## src/rtl/cte_pkg.sv

```systemverilog
// Shared definitions for the counting trie engine: operation and status codes,
// default sizes and the command type of the shared count unit.
// No dependencies.
package cte_pkg;

    localparam int CTE_NODE_COUNT    = 4096;
    localparam int CTE_ALPHABET_SIZE = 26;
    localparam int CTE_COUNT_BITS    = 16;

    localparam logic [1:0] OP_INSERT       = 2'd0;
    localparam logic [1:0] OP_COUNT_WORD   = 2'd1;
    localparam logic [1:0] OP_COUNT_PREFIX = 2'd2;
    localparam logic [1:0] OP_ERASE        = 2'd3;

    localparam logic [1:0] ST_OK        = 2'd0;
    localparam logic [1:0] ST_POOL_FULL = 2'd1;
    localparam logic [1:0] ST_MISSING   = 2'd2;

    typedef struct packed {
        logic inc;
        logic dec;
    } cte_cnt_cmd_t;

endpackage

```

## src/rtl/cte_count_unit.sv

```systemverilog
// Shared count unit of the counting trie engine: saturating increment and
// decrement that stops at zero. Depends on cte_pkg.
module cte_count_unit
    import cte_pkg::*;
#(
    parameter int COUNT_BITS = CTE_COUNT_BITS
)
(
    input  cte_cnt_cmd_t          cmd,
    input  logic [COUNT_BITS-1:0] value,
    output logic [COUNT_BITS-1:0] result
);

    localparam logic [COUNT_BITS-1:0] COUNT_MAX = {COUNT_BITS{1'b1}};

    always_comb
    begin
        result = value;
        if (cmd.inc)
        begin
            if (value != COUNT_MAX)
            begin
                result = value + COUNT_BITS'(1);
            end
        end
        else if (cmd.dec)
        begin
            if (value != '0)
            begin
                result = value - COUNT_BITS'(1);
            end
        end
    end

endmodule
```

## config.mk

```make
export PLATFORM = sky130hd
export DESIGN_NAME = cte_count_unit
export DESIGN_NICKNAME = d
export VERILOG_FILES = /design/src/rtl/cte_pkg.sv /design/src/rtl/cte_count_unit.sv
export SDC_FILE = /design/constraint.sdc
export NUM_CORES = 1
export LEC_CHECK = 0
export ABC_AREA = 1
export BUFFER_PORTS_ARGS = -buffer_cell sky130_fd_sc_hd__buf_2
export CELL_PAD_IN_SITES_DETAIL_PLACEMENT = 0
export CELL_PAD_IN_SITES_GLOBAL_PLACEMENT = 1
export CORE_MARGIN = 8
export CORE_UTILIZATION = 31
export DETAILED_ROUTE_END_ITERATION = 8
export PLACE_DENSITY_LB_ADDON = 0.12
export SYNTH_ARGS = -nofsm -noshare
export SYNTH_HDL_FRONTEND = slang
export SYNTH_SLANG_ARGS = --single-unit
```

## constraint.sdc

```tcl
create_clock -name vclk -period 0.9
set_input_delay 0 -clock vclk [all_inputs]
set_output_delay 0 -clock vclk [all_outputs]
set_load 0.01 [all_outputs]
```

==> summary by stage, run 1 <==
Run
Max-cap violations in this run came to 0.

Floorplanning
The die covers 5840 µm². In this run the core area contains 22 standard-cell rows. The die is 76.4 µm wide. The placeable core area is 3580 µm². Once the floorplan was initialized, standard cells occupied 31.6% of the core. The die height is 76.4 µm. 34 I/O pins were placed.

Setup path
The critical path start-end classification is in -> out. Together, buffers and inverters on the worst path number 2. Along the worst path, the maximum fanout reaches 6. STA classifies the critical path startpoint as an input pin. The category of cells accounting for the largest share of critical-path delay is simple AND/OR/NAND/NOR gates. The critical path goes through buf_12, ha_4, nand3_4, nor2_4, nand2_2, xor2_1, o21ai_0, nand2_1, buf_2. The worst setup path is captured at an output pin.

The required arrival time at the worst endpoint is 0.90 ns. The arrival time of data at the critical path endpoint is 1.14 ns. For this run, the slowest stage of the critical path takes 0.23 ns. For this design, the slowest cell found on the critical path is sky130_fd_sc_hd__nor2_4.

Global routing
Global routing finished with a remaining overflow of 0. The first global-routing pass estimated 7600 µm of wire. The number of antenna violations at the first check in global routing is 0. The number of global-route vias before repair is 1,602. The maximum number of pins on one net before global-route repair is 17.

The global router's overall resource usage is 14.7%.

STA
The slew at the pin with the worst max-slew slack is 0.304 ns. The final critical-path required period is 1.14 ns. The share of the cycle needed by the critical path after routing is 127%.

The final worst-path setup slack is -0.244 ns. The final max-slew violation count was 0. Final hold analysis gives a worst-case slack of 0.338 ns.

For this run, the top clock speed supported by timing is 874 MHz. In this run the tightest slew margin relative to its limit is 79.5%. The number of failing setup endpoints in the final timing report is 16. The final count of hold timing violations is 0. Setup repair after global routing could not meet its margin everywhere.

Logic synthesis
The mean instance size in the synthesized netlist is 4.71 µm². The number of nets in the synthesized netlist is 261. The fraction of the mapped netlist area in compound gates is 7.08%. The synthesized netlist devotes 3.32% of its cell area to adder and majority cells.

The portion of synthesized area spent on multiplexers is 0%. The cell area after technology mapping is 1130 µm². The dominant combinational cell family by area after synthesis is simple AND/OR/NAND/NOR gates. The number of standard cells after synthesis is 240.

The count of distinct cell types in the synthesized netlist is 21. After Yosys synthesis, and, or, nand and nor cells account for 64.7% of the synthesized area. The post-synthesis xor/xnor area fraction is 10.8%.

Yosys printed 0 warnings. The share of the Yosys chip area taken by registers is 0%.

Layout
The sequential cells in the finished layout cover a total of 0 µm². The number of sequential cells is 0. Cells with a size suffix above 1 make up 47.9% of the layout.

At the end of the flow, the number of nets in the layout was 338. Leaving out fill and tap cells, the most frequent cell in the layout is sky130_fd_sc_hd__nand2_1. The top cell types in the final layout, fill and taps aside, are 77 x sky130_fd_sc_hd__nand2_1, 52 x sky130_fd_sc_hd__buf_4, 25 x sky130_fd_sc_hd__nand3_1, 21 x sky130_fd_sc_hd__nand2_2, 21 x sky130_fd_sc_hd__inv_1. The number of clock buffer instances in the layout is 0.

The number of antenna diodes in the final layout is 0. The synthesis-to-layout area growth is 80.5%.

Pwr
Cell internal power was estimated by the tool at 0.367 mW. The proportion of power drawn by the clock network is 0%. The switching part of the total is 53.2%. The design draws 0.785 mW.

The leakage power is 1.04 nW. The share of total power in combinational logic is 100.0%. VDD sags by at most 0.280 mV. Summed over all nets, the switching power comes to 0.418 mW.

The fraction of power consumed by sequential logic is 0%. In this run the power density over the cells is 384 nW/µm².

Detailed routing
The residual antenna-violating net count after detailed routing is 0. After detailed routing, the met2 layer carries 2100 µm of wire. After detailed routing, the average wire length per cell comes to 12.1 µm. After detailed routing, the met3 layer carries 106 µm of wire. In the final routing, the length of wire on met1 measures 2180 µm.

For this block, the routed nets add up to 4410 µm of wire. In the routed layout, each cell is associated on average with a via count of 4.59. The total via count in the routed design is 1,667. The first detailed-routing pass ran for 5 iterations. For this run, design rule violations remaining after detail routing come to 0. In this run, the number of DRC markers left after iteration 0 of detailed routing was 73.

Routed signal wires occupy layers up through met4.

Place
The estimated wirelength of the detail-placed design is 3320 µm. The weighted congestion at the end of routability-driven global placement is 0.829. Input and output buffers added on the ports amount to 34.

Outcome
The run finished, with violations left. The final reports fail on setup timing.

CTS
Hold repair after CTS inserted 0 buffers.

Hold path
In this run the worst hold path is classified as in -> out.
-- cell families (layout without fill, tap and decap cells) --
logic type | after synthesis | count (layout)
AND/OR/NAND/NOR | 171 | 173
XOR/XNOR | 14 | 14
AO/OA/AOI/OAI | 16 | 16
adder cells (fa/ha/maj) | 3 | 3
buffers and inverters | 36 | 109
-- metal layers --
layer | global-route usage (%) | vias up
met5 | 0 | -
met4 | 0.385 | 0
met3 | 0.590 | 2
met2 | 24.6 | 33
met1 | 20.9 | 725
li1 | - | 907
-- layout make-up --
cell class	instances	area, µm²
fill	376	1540
multi-input combinational	206	1240
timing repair buffer	83	636
inverter	26	105
tap	48	60.1
-- path summary, 6_finish.rpt --
path	cells after the start	slack (ns)	startpoint	end
worst min-delay path	4	0.34	value[1]	result[1]
worst max-delay path	9	-0.24	value[1]	result[12]
-- synth_stat cells --
master,n,area (µm²)
sky130_fd_sc_hd__nor2_2,5,31.3
sky130_fd_sc_hd__buf_2,1,5.00
sky130_fd_sc_hd__buf_1,1,3.75
sky130_fd_sc_hd__nor2_1,27,101
sky130_fd_sc_hd__clkbuf_1,3,11.3
sky130_fd_sc_hd__buf_4,4,30.0
sky130_fd_sc_hd__inv_1,24,90.1
sky130_fd_sc_hd__ha_1,3,37.5
sky130_fd_sc_hd__a21oi_1,2,10.0
sky130_fd_sc_hd__nand2_2,2,12.5
sky130_fd_sc_hd__nand2_1,96,360
sky130_fd_sc_hd__o21ai_0,14,70.1
sky130_fd_sc_hd__nand3_2,1,10.0
sky130_fd_sc_hd__nand4_1,6,37.5
sky130_fd_sc_hd__nor2_4,1,11.3
sky130_fd_sc_hd__inv_2,2,7.51
sky130_fd_sc_hd__nor3b_1,1,7.51
sky130_fd_sc_hd__buf_6,1,11.3
sky130_fd_sc_hd__nand3_1,30,150
sky130_fd_sc_hd__xor2_1,14,123
sky130_fd_sc_hd__nor3_1,2,10.0
-- power by group through the flow --
stage | combinational (mW) | clock (mW) | sequential, mW
6_report | 0.785 | 0 | 0
2_1_floorplan | 0.348 | 0 | 0
5_1_grt | 0.868 | 0 | 0
3_5_place_dp | 0.645 | 0 | 0
3_3_place_gp | 0.645 | 0 | 0
4_1_cts | 0.728 | 0 | 0
-- what timing repair did --
| action | in CTS | in global routing |
|---|---|---|
| gates resized for setup | 52 | 42 |
| setup endpoints to repair | 16 | 16 |
| buffers inserted | 3 | 1 |
| gates cloned | 2 | 0 |
| pin swaps | 14 | 18 |
-- through the flow --
stage | setup TNS (ns) | worst slack (ns) | utilization, % | area, µm² | std cells
after global routing | -5.23 | -0.364 | 57.1 | 2040 | 363
after floorplan | -0.0205 | -0.0205 | - | 1190 | 240
after CTS | -3.56 | -0.251 | 53.4 | 1910 | 362
after detailed placement | -7.00 | -0.492 | 47.2 | 1690 | 357
after global placement | -7.50 | -0.529 | 47.2 | 1690 | 357
final | -3.42 | -0.244 | 57.1 | 2040 | 363
Power figures use the tool's default switching activity.
==> run 2: changes to the inputs <==
ABC_AREA = unset   (was 1)
==> summary by stage, run 2 <==
Logic synthesis
The area share of the largest cell type after synthesis is 8.15%. By instance count, the leading cell after synthesis is sky130_fd_sc_hd__nor2_1. Of all cell types, the one taking the most synthesized area is sky130_fd_sc_hd__xor2_1. After synthesis, the netlist uses 44 different library cells.

In the synthesized netlist, the cells that appear most often are 8 x sky130_fd_sc_hd__nor2_1, 7 x sky130_fd_sc_hd__nand3_1, 7 x sky130_fd_sc_hd__nor3_1, 7 x sky130_fd_sc_hd__xor2_1, 6 x sky130_fd_sc_hd__nand4_1. The Yosys step of the flow raised 0 warnings. Summing every instance area after synthesis gives 752 µm². Summing the sequential cell areas from Yosys gives 0% of the chip area. The synthesized netlist net count is 126. The number of standard cells after synthesis is 105. After synthesis, the cell types taking the most area are sky130_fd_sc_hd__xor2_1 8.2%, sky130_fd_sc_hd__ha_1 5.0%, sky130_fd_sc_hd__nand4_1 5.0%, sky130_fd_sc_hd__nand3_1 4.7%, sky130_fd_sc_hd__nor3_1 4.7%. A synthesized cell averages 7.16 µm².

Run
The tool flagged a number of max-cap violations equal to 0.

Setup path
For this design, the slowest cell found on the critical path is sky130_fd_sc_hd__or4_4. The critical path start-end classification is in -> out. The biggest fanout along the worst timing path is 4. On the worst path, the slowest cell contributes a delay of 0.55 ns. The arrival time of data at the critical path endpoint is 1.70 ns. At the worst endpoint, the required time is 0.90 ns. STA classifies the critical path startpoint as an input pin. Traced cell by cell, the critical path runs through buf_6, or4_4, nor4b_4, a21o_2, a21boi_4, xnor2_1, buf_2. The nature of the critical path endpoint is an output pin.

STA
The smallest clock period supported by the final layout is computed as 1.70 ns. The final max-slew violation count is 0. The final count of hold timing violations came to 0. The share of the cycle needed by the critical path after routing is 189%. The maximum clock rate is 588 MHz. Headroom to the max-slew limit came out at 81.7%. The number of failing setup endpoints in the final timing report is 16. The slew at the pin with the worst max-slew slack is 0.273 ns. The worst hold slack after final layout is 0.347 ns. The final worst-path setup slack is -0.801 ns. Setup repair after global routing could not meet its margin everywhere.

Detailed routing
The total via count in the routed design is 1,232. In the final routed layout, each cell accounts on average for 15.7 µm. For this run, the detailed router's first-pass iteration total came to 4. After detailed routing, the number of remaining DRC violations is 0. The number of DRC markers after the initial detailed-route iteration is 32. The average vias per placed instance is 5.57. The residual antenna-violating net count after detailed routing is 0.

Summed over all layers, the routed wires come to 3460 µm.

Outcome
The checks that failed: setup timing. The flow ran to the end, but the final reports show violations.

Place
The count of buffers added on input and output ports is 34. The congestion estimate from routability-driven global placement came to 0.912. After legalization and detailed placement, the total HPWL measured 2660 µm. The minimum setup slack after placement is -0.863 ns. After detailed placement, the design holds a cell count of 211.

Floorplanning
For this configuration, the core starts out at a cell density of 31.5%. In this run the count of I/O pins placed on the die edge is 34. The total die area is 4260 µm². In this run the core area contains 18 standard-cell rows. In this run the standard cell core region covers 2390 µm². The die outline width is 65.3 µm. The die height is 65.3 µm.

Hold path
The hold-critical path depth is 3. The end point of the most critical hold path is result[7]. In this run the most critical hold path is launched from value[7]. The class of the most critical hold timing path is in -> out.

Global routing
The global router's overall resource usage is 15.3%. The number of global-route vias before repair is 1,262. The number of antenna violations at the first check in global routing is 0. Global routing finished with a remaining overflow of 0. The wire length of the first global-routing pass is 5670 µm.

The maximum number of pins on one net before global-route repair is 10.

CTS
In this run, post-CTS hold repair placed 0 buffers.

Layout
The number of sequential cells is 0. The leading cell type in the layout, fill and taps excluded is sky130_fd_sc_hd__buf_4. In the finished layout, the clock tree contains a buffer count of 0. After the last flow step, the layout net total stands at 214.

The post-layout instance count excluding filler cells is 221. Relative to the synthesized area, the layout overhead comes to 130%. The ratio of cells with drive above 1 in the final layout is 71.2%. The sequential cells in the finished layout cover a total of 0 µm².

The antenna cell count is 0. The top cell types in the final layout, fill and taps aside, are 46 x sky130_fd_sc_hd__buf_4, 27 x sky130_fd_sc_hd__buf_2, 13 x sky130_fd_sc_hd__buf_6, 7 x sky130_fd_sc_hd__xor2_1, 6 x sky130_fd_sc_hd__nand4_1. The core utilization of the finished layout is 72.4%.

Pwr
The ratio of total power to cell area is 360 nW/µm². The worst-case IR drop observed on VDD is 0.327 mV. For this design the static power due to leakage is 0.752 nW.
run 2: cell families (layout without fill, tap and decap cells):
kind of cell               after synthesis  after routing  share of synthesized area, %
muxes                                    1              1                          1.33
adders and majority gates                3              3                          4.99
AOI/OAI and AO/OA                       29             29                          31.4
xor gates and xnor gates                11             11                          12.8
buffers and inverters                    9             95                          6.99
and+or+nand+nor                         52             52                          42.4
run 2: repair_timing:
action / 4_1_cts / 5_1_grt
buffers inserted: 4 / 6
resized for setup: 46 / 19
setup endpoints to repair: 16 / 16
pin swaps: 19 / 12
run 2: how the worst max path moves through the flow:
stage | cells past startpoint | slack, ns | from | end
after floorplan | 6 | -0.58 | value[10] | result[1]
after global placement | 8 | -0.81 | value[12] | result[15]
after detailed placement | 8 | -0.86 | value[12] | result[12]
after CTS | 9 | -0.78 | value[1] | result[15]
after global routing | 8 | -0.88 | value[13] | result[15]
final | 7 | -0.80 | value[13] | result[2]
run 2: report_power, final:
group          switching (mW)  internal, mW  total (mW)
Combinational           0.297         0.325       0.623
Sequential                  0             0           0
Clock                       0             0           0
run 2: cell type report:
type	instances	area (µm²)
Timing Repair Buffer	92	732
Inverter	3	16.3
Multi-Input combinational cell	96	942
Fill cell	199	659
Tap cell	30	37.5
run 2: worst max-delay path, delay by kind of cell:
family	cells	cell delay (ns)
AO/OA/AOI/OAI	2	0.44
XOR/XNOR	1	0.12
buffers and inverters	2	0.24
AND/OR/NAND/NOR	2	0.90
run 2: routing by layer:
metal | GRT usage (%) | vias up | share of wire (%)
met5 | 0 | - | 0
met4 | 1.91 | 0 | 1.1
met3 | 1.53 | 4 | 3.7
met2 | 29.8 | 27 | 54
met1 | 17.8 | 609 | 41
li1 | - | 592 | -
run 2: metrics by stage:
| step | total power [mW] | instance area [µm²] | TNS, ns |
|---|---|---|---|
| 2_1_floorplan | 0.223 | 841 | -7.09 |
| 3_3_place_gp | 0.481 | 1350 | -11.62 |
| 3_5_place_dp | 0.490 | 1350 | -12.08 |
| 4_1_cts | 0.567 | 1570 | -10.95 |
| 5_1_grt | 0.667 | 1730 | -12.40 |
| 6_report | 0.623 | 1730 | -11.11 |
